## config.mk

```make
export PLATFORM = sky130hd
export DESIGN_NAME = mpp_ram
export DESIGN_NICKNAME = d
export VERILOG_FILES = /design/src/sv/assert_macros.svh /design/src/sv/mpp_ram.sv
export SDC_FILE = /design/constraint.sdc
export NUM_CORES = 1
export LEC_CHECK = 0
export BUFFER_PORTS_ARGS = -buffer_cell sky130_fd_sc_hd__buf_2
export CAP_MARGIN = 20
export CORE_ASPECT_RATIO = 0.5
export CORE_UTILIZATION = 30
export CTS_CLUSTER_DIAMETER = 60
export DETAILED_ROUTE_END_ITERATION = 7
export SYNTH_ARGS = -nofsm -noshare
export SYNTH_HDL_FRONTEND = slang
export SYNTH_SLANG_ARGS = --single-unit
```

## constraint.sdc

```tcl
create_clock -name clk_i -period 1.35 [get_ports clk_i]
set_input_delay 0.27 -clock clk_i [delete_from_list [all_inputs] [get_ports clk_i]]
set_output_delay 0.27 -clock clk_i [all_outputs]
set_load 0.005 [all_outputs]
```

## src/sv/assert_macros.svh

```systemverilog
// Assertion macros shared by the prefetch policy RTL.
// Bodies compile away when SYNTHESIS is defined.
`ifndef ASSERT_MACROS_SVH
`define ASSERT_MACROS_SVH
`ifndef SYNTHESIS
`define MPP_ASSERT(lbl, clk, rstn, prop, msg) \
  lbl: assert property (@(posedge clk) disable iff (!rstn) prop) else $error(msg);
`define MPP_ASSERT_ALWAYS(lbl, clk, prop, msg) \
  lbl: assert property (@(posedge clk) prop) else $error(msg);
`else
`define MPP_ASSERT(lbl, clk, rstn, prop, msg)
`define MPP_ASSERT_ALWAYS(lbl, clk, prop, msg)
`endif
`endif

```

## src/sv/mpp_ram.sv

```systemverilog
// Generic single-write, single-read RAM with registered read data.
// Uses no package; sized by its parameters.
module mpp_ram #(
  parameter int DEPTH = 2,
  parameter int WIDTH = 8,
  localparam int AW = (DEPTH > 1) ? $clog2(DEPTH) : 1
) (
  input  logic             clk_i,
  input  logic             we_i,
  input  logic [AW-1:0]    waddr_i,
  input  logic [WIDTH-1:0] wdata_i,
  input  logic             re_i,
  input  logic [AW-1:0]    raddr_i,
  output logic [WIDTH-1:0] rdata_o
);

  logic [WIDTH-1:0] mem [DEPTH];

  always_ff @(posedge clk_i) begin
    if (we_i) begin
      mem[waddr_i] <= wdata_i;
    end
  end

  // hold read data when no read is issued
  always_ff @(posedge clk_i) begin
    if (re_i) begin
      rdata_o <= mem[raddr_i];
    end
  end

endmodule

```

==> run_results.csv <==
group,metric,value,unit
power,ir_worst_vdd,362,uV
floorplan,coreArea,2670,um2
global_route,grt_max_degree,14,
sta,slew_headroom,75.6,%
cells_and_area,fin_nets,73,
clock_network,insertion_delay,0.26,ns
detailed_routing,ant_nets,0,
sta,fmax,968,MHz
synthesis,synth.area.top_cells,"edfxtp_1 (83%), mux2_4 (14%), buf_6 (1.3%), and2_1 (0.72%), nor2b_1 (0.72%)",
worst_setup_path,slowest_delay,0.37,ns
status,outcome,"finished, final reports clean",
sta,rsz0062_at_grt,"no",
power,powerDensity,1320,nW/um2
worst_hold_path,hold_start,"wdata_i[6]",
worst_setup_path,cp_data_required_time,1.08,ns
flow_run,cap_violations,0,
placement,io_buffers,20,
synthesis,synth-seq-cells,24,
detailed_routing,vias,373,
synthesis,syn_inst,35,
worst_setup_path,critPathKind,"reg2out",
global_route,antenna_found_initial,0,
cells_and_area,areaGrowthSynthToFinish,21.7,%
cells_and_area,drive_gt1_share,54.2,%
detailed_routing,drt-initial-drc-count,15,
floorplan,dieArea,3110,um2
sta,fin_worst_skew,0.00114,ns
clock_network,clk_pin_slew,0.07,ns
worst_setup_path,cp_num_buf_inv,1,
global_route,track_usage,6.69,%
clock_network,clock_path_buffers,2,
clock_network,tritoncts,"yes",
synthesis,avgSynthCellArea,24.7,um2
worst_setup_path,crit_start,"rdata_o[2]$_DFFE_PP_",
worst_setup_path,critPathSlowestCell,"edfxtp_1",
synthesis,synth_nets,48,
clock_network,cts_setup_buffers,0,
worst_setup_path,startpoint_type,"register",
floorplan,die_w,77.9,um
worst_setup_path,crit_family,"flip-flops",
cells_and_area,final_cell_mix,"edfxtp_1 (24), buf_2 (20), mux2_4 (8), clkbuf_8 (3)",
floorplan,io_pins,21,
detailed_routing,routed.top_layer,"met4",
floorplan,rows,13,
synthesis,seq_area_frac_synth,83.4,%
detailed_routing,wl_met2,530,um
sta,setup_ws,0.317,ns
detailed_routing,route.met3.wl,43,um
floorplan,start_util,32.4,%
detailed_routing,drc,0,
synthesis,synth_cell_type_count,5,
sta,tns,0,ns
synthesis,syn-cell-area,865,um2
detailed_routing,drt-vias-per-instance,3.89,
floorplan,die_y,40.0,um
worst_setup_path,cp_max_fo,1,
cells_and_area,num_antenna_cells,0,
detailed_routing,wl,1030,um
synthesis,yosys.area.top_type,"edfxtp_1",
cells_and_area,num-fill-cells,247,
clock_network,cts_resized,0,
synthesis,yosys.area.top_type_share,83.4,%
global_route,grt_pass1_wl,1390,um
worst_setup_path,arrival,0.76,ns
power,p_leak,0.406,nW
detailed_routing,dr.pass1.iters,2,
clock_network,cts_made_buffers,3,
detailed_routing,wl_per_cell,10.7,um
worst_setup_path,worstPathCellList,"buf_2",
worst_hold_path,hold_class,"in2reg",
sta,hold_viol,0,
sta,period_minus_slack,1.03,ns
clock_network,clock-sinks,24,
worst_setup_path,regToRegStartpoint,"mem[0][1]$_DFFE_PP_",
detailed_routing,wl_met1,429,um
clock_network,cts-root-buf,"clkbuf_8",
global_route,grt_pass1_vias,339,
worst_setup_path,endpoint_kind,"output pin",
synthesis,yosysWarnings,0,
sta,maxSlewViolCount,0,
sta,tightest_slew,0.366,ns
sta,fin_crit_sh,76.5,%
clock_network,h-tree-depth,1,
placement,post-place-ws,0.252,ns
sta,finalSetupViolCount,0,
cells_and_area,final_common_cell,"edfxtp_1",
global_route,overflow,0,
clock_network,cts_hold_buf,0,
placement,place_congestion,0.635,
worst paths after layout:
path              depth (start not counted)              endpoint  slack (ns)
setup / recovery                          1            rdata_o[2]        0.32
hold / removal                            1   mem[1][6]$_DFFE_PP_        0.20
setup reg to reg                          1  rdata_o[1]$_DFFE_PP_        0.46
hold reg to reg                           1  rdata_o[5]$_DFFE_PP_        0.55
state kept, by name, summed over array words and instances, names as in the netlist:
| signal | cells |
|---|---|
| mem | 16 |
| rdata_o | 8 |
logic make-up (layout without fill, tap and decap cells):
group / after synthesis / count (layout) / synth area share [%]
and+or+nand+nor: 2 / 2 / 1.45
muxes: 8 / 8 / 13.9
DFF: 24 / 24 / 83.4
buffers and inverters: 1 / 25 / 1.30
report_power, final:
group	switching (mW)	total, mW	internal, mW
combinational	0.0396	0.0978	0.0582
clock	0.199	0.402	0.203
sequential	0.0123	0.892	0.880
total	0.251	1.39	1.14
metal layers:
metal  vias to the layer above  track usage (%)
li1                        185                -
met1                       176             6.14
met2                        10             12.8
met3                         2             2.73
met4                         0             5.56
met5                         -                0
per-stage QoR:
step | hold slack, ns | instance area, um2 | util (%) | cells | total power [mW]
3_5_place_dp | 0.462 | 1010 | 37.8 | 92 | 1.01
6_report | 0.195 | 1050 | 39.4 | 96 | 1.39
4_1_cts | 0.188 | 1050 | 39.4 | 96 | 1.41
5_1_grt | 0.181 | 1050 | 39.4 | 96 | 1.45
2_1_floorplan | 0.369 | 865 | - | 35 | 0.961
3_3_place_gp | 0.459 | 1010 | 37.8 | 92 | 1.00
synthesized netlist by cell type:
library cell,number
mux2_4,8
buf_6,1
nor2b_1,1
edfxtp_1,24
and2_1,1
final cells by class:
type / instances / area, um2 / area share (%)
repair buffers: 21 / 108 / 10.2
flip-flops and latches: 24 / 721 / 68.5
well taps: 37 / 46.3 / 4.40
multi-input cells: 10 / 133 / 12.6
clock inverters: 1 / 3.75 / 0.357
clock buffers: 3 / 41.3 / 3.92
(Power assumes the default switching activity.)
