--- src/sv/assert_macros.svh ---
// Assertion macros shared by the prefetch policy RTL.
// Bodies compile away when SYNTHESIS is defined.
`ifndef ASSERT_MACROS_SVH
`define ASSERT_MACROS_SVH
`ifndef SYNTHESIS
`define MPP_ASSERT(lbl, clk, rstn, prop, msg) \
  lbl: assert property (@(posedge clk) disable iff (!rstn) prop) else $error(msg);
`define MPP_ASSERT_ALWAYS(lbl, clk, prop, msg) \
  lbl: assert property (@(posedge clk) prop) else $error(msg);
`else
`define MPP_ASSERT(lbl, clk, rstn, prop, msg)
`define MPP_ASSERT_ALWAYS(lbl, clk, prop, msg)
`endif
`endif

--- src/sv/mpp_pkg.sv ---
// Types, constants and sequencer states of the Markov page prefetch policy.
// No dependencies; the scan unit, the policy unit and the bench import it.
package mpp_pkg;

  localparam int NUM_PAGES   = 20;
  localparam int NUM_PROCS   = 20;
  localparam int PAGE_SIZE   = 128;
  localparam int COUNT_WIDTH = 16;

  localparam int PROC_W = 5;
  localparam int PC_W   = 12;
  localparam int MASK_W = 20;

  localparam int PAGE_W     = $clog2(NUM_PAGES);
  localparam int PROC_IDX_W = (NUM_PROCS > 1) ? $clog2(NUM_PROCS) : 1;
  localparam int CNT_DEPTH  = NUM_PAGES * NUM_PAGES;
  localparam int CNT_AW     = $clog2(CNT_DEPTH);
  localparam int COL_W      = $clog2(NUM_PAGES + 1);

  localparam logic [COUNT_WIDTH-1:0] COUNT_MAX = '1;

  typedef logic [NUM_PAGES-1:0] page_mask_t;

  typedef struct packed {
    logic [PROC_W-1:0] process_id;
    logic              is_active;
    logic [PC_W-1:0]   program_counter;
    logic [MASK_W-1:0] resident_pages;
  } in_item_t;

  typedef struct packed {
    logic [PROC_W-1:0] served_process;
    logic [MASK_W-1:0] pagein_mask;
    logic [MASK_W-1:0] pageout_mask;
  } out_item_t;

  typedef struct packed {
    logic nonzero;
    logic dominant;
  } scan_flags_t;

  typedef enum logic [3:0] {
    ST_CLEAR,
    ST_IDLE,
    ST_START,
    ST_PREV_CHK,
    ST_CNT_WR,
    ST_TOT_RD,
    ST_SCAN,
    ST_LOOK,
    ST_DONE
  } state_e;

endpackage

--- src/sv/mpp_scan_unit.sv ---
// Shared compare unit: tests one transition count against its row total.
// Depends on mpp_pkg.
module mpp_scan_unit
  import mpp_pkg::*;
(
  input  logic [COUNT_WIDTH-1:0] count_i,
  input  logic [COUNT_WIDTH-1:0] total_i,
  output scan_flags_t            flags_o
);

  localparam int EW = COUNT_WIDTH + 3;

  logic [EW-1:0] count_x5;
  logic [EW-1:0] total_x4;

  // share above four fifths: 5*count > 4*total
  assign count_x5 = (EW'(count_i) << 2) + EW'(count_i);
  assign total_x4 = EW'(total_i) << 2;

  assign flags_o.nonzero  = (count_i != '0);
  assign flags_o.dominant = (count_x5 > total_x4);

endmodule

--- config.mk ---
export PLATFORM = sky130hd
export DESIGN_NAME = mpp_scan_unit
export DESIGN_NICKNAME = d
export VERILOG_FILES = /design/src/sv/assert_macros.svh /design/src/sv/mpp_pkg.sv /design/src/sv/mpp_scan_unit.sv
export SDC_FILE = /design/constraint.sdc
export NUM_CORES = 1
export LEC_CHECK = 0
export BUFFER_PORTS_ARGS = -buffer_cell sky130_fd_sc_hd__clkbuf_2
export CAP_MARGIN = 5
export CORE_UTILIZATION = 46
export DETAILED_ROUTE_END_ITERATION = 10
export PLACE_DENSITY = 0.72
export SLEW_MARGIN = 20
export SYNTH_ARGS = -nofsm -noshare
export SYNTH_HDL_FRONTEND = slang
export SYNTH_SLANG_ARGS = --single-unit
--- constraint.sdc ---
create_clock -name vclk -period 5.3
set_clock_uncertainty 0.15 [all_clocks]
set_input_delay 1.06 -clock vclk [all_inputs]
set_output_delay 1.06 -clock vclk [all_outputs]
set_load 0.1 [all_outputs]
==> flow_summary.toml <==
[outcome]
outcome = "completed"

[min_path]
hold_path.class = "in2out"

[setup_path]
cp.arrival_ns = 3.96
worst_ep_required_time_ns = 4.09
critPathLaunch = "count_i[0]"
start_kind = "primary input"
slowest_delay_ns = 0.56
path_cells = "clkbuf_2 -> ha_4 -> inv_1 -> fa_2 -> nand2b_4 -> a21oi_4 -> nor2_2 -> o31ai_2 -> xnor2_1 -> ha_1 -> a21oi_1 -> nor2_1 -> or4_4 -> nor3_4 -> o21ai_2 -> buf_12"
crit_end = "flags_o[0]"
crit_slowest_cell = "or4_4"
path_max_fanout = 3
endpoint_kind = "output port"
critical_path_class = "in2out"

[logic_synthesis]
synthCells = 164
seq_area_frac_synth = 0
synth.avg_cell_area_um2 = 7.187
synth_fp_nets = 227
synth_warnings = 0
synth_top_area_frac = 0.3185
yosysTopAreaCell = "ha_1"
netlist_area_um2 = 1179
synth_area_leaders = "ha_1 32%, inv_1 7.3%, a21oi_1 7.2%, xnor2_1 5.9%, xor2_1 3.7%"
ys_types = 37

[clocking]
hold_buffers = 0

[timing]
fin_ws_ns = 0.1272
slew_headroom = 0.6422
fin_setup_tns_ns = 0
setup-violations-final = 0
final_hold_viol_count = 0
slew_viol_final = 0
period_share = 0.9760
fmax_mhz = 193.3
worst_slew_pin_slew_ns = 0.5390
fin_crit_ns = 5.173
whs_ns = 2.558

[power]
ir_worst_vdd_mv = 0.1817
leakage_nw = 0.8147
powerDensity_nw_per_um2 = 149.0

[place]
post-place-ws_ns = -0.05119
dp.cells = 234
port_buffers = 34
dp_hpwl_um = 2687
gp_congestion = 0.8333

[layout]
antenna_cells = 0
syn_to_final_growth_pct = 38.64
ff_latch_area_um2 = 0
instances_no_fill = 238
fin_nets = 275
clock_buffers = 0
drive_above_1_share = 0.3571
seq_cells = 0

[routing]
antenna_left = 0
post-route-drc-count = 0
firstDrtPassIters = 4
routedWlPerCell_um = 13.74
routed_wl_um = 3269
vias = 1357
via_per_inst = 5.702
drtIter0Drc = 35

[floorplanning]
die_w_um = 52.62
core_area_um2 = 2318
rows = 17
dieArea_um2 = 2769
die_h_um = 52.62
initial_core_util = 0.5084
num_io_pins = 34

[global_routing]
grt_pass1_wl_um = 5202
grt_use_total = 0.2414
grt_pass1_vias = 1204
antenna_found_initial = 0
grt_overflow = 0
grt_start_max_net_pins = 8

[flow_run]
maxCapViolations = 0
[per-layer routing]
layer | vias to the layer above | wire [um] | GRT usage
met4 | 0 | 0 | 0
met5 | - | 0 | 0
met3 | 0 | 103 | 0
met2 | 28 | 1586 | 0.4135
met1 | 624 | 1578 | 0.3541
li1 | 705 | - | -
[cells in the mapped netlist, types with 3 or more instances]
master	n
nand3_1	5
nor3_1	6
nor2b_1	4
ha_1	30
nor4_1	4
inv_1	23
xnor2_1	8
a21oi_1	17
nor2_1	6
o21ai_0	8
a21o_1	4
and3_1	3
xor2_1	5
nand2_1	10
o211ai_1	4
[worst max-delay path: cells and delay by family]
kind            cells  cell delay [ns]
compound gates      4             0.63
xor+xnor            1             0.10
fa+ha+maj           3             0.80
buf+inv             3             0.33
simple gates        5             1.04
[layout make-up]
class	count	area, um2
Inverter	23	86.33
Tap cell	28	35.03
Fill cell	181	684.4
Timing Repair Buffer	46	285.3
Multi-Input combinational cell	141	1227
[worst min path at each step]
stage	start	to	depth (start not counted)
after detailed placement	count_i[15]	flags_o[0]	5
after floorplan	count_i[14]	flags_o[0]	3
after global routing	count_i[15]	flags_o[0]	5
after global placement	count_i[15]	flags_o[0]	5
final	count_i[15]	flags_o[0]	5
after CTS	count_i[15]	flags_o[0]	5
[per-stage QoR]
stage                     area, um2    util  power, mW
after global placement         1463  0.6309     0.2027
after global routing           1634  0.7048     0.2706
final                          1634  0.7048     0.2434
after CTS                      1468  0.6330     0.2130
after floorplan                1182       -     0.1471
after detailed placement       1463  0.6309     0.2102
[power by group]
part           switching, mW  leakage (nW)  internal, mW
Sequential                 0             0             0
Combinational          0.134         0.815         0.110
Clock                      0             0             0
[placed cells by master (no fill, tap or decap), types with 3 or more instances in the layout]
cell,n
clkbuf_2,32
ha_1,25
inv_1,23
a21oi_1,11
buf_4,11
nand2_1,10
xnor2_1,8
a21oi_2,6
o21ai_0,5
xor2_1,5
nor2_1,5
nor4_1,4
a21o_1,4
o211ai_1,4
nor2b_1,4
nand3_1,4
nor3_1,4
and3_1,3
ha_2,3
[cell families (layout without fill, tap and decap cells)]
family / after synthesis / after routing / synth area share
AOI/OAI and AO/OA: 50 / 50 / 0.2845
and+or+nand+nor: 47 / 47 / 0.2102
buffers and inverters: 23 / 69 / 0.07325
xor gates and xnor gates: 13 / 13 / 0.09660
adders and majority gates: 31 / 31 / 0.3355
[what timing repair did]
action	in CTS	in global routing
gates resized for setup	2	31
gates cloned	0	0
endpoints found under the hold margin	0	0
endpoints found under the setup margin	1	1
buffers inserted	0	4
pin swaps	3	20
Note: power is estimated with default switching activity, not from simulation.
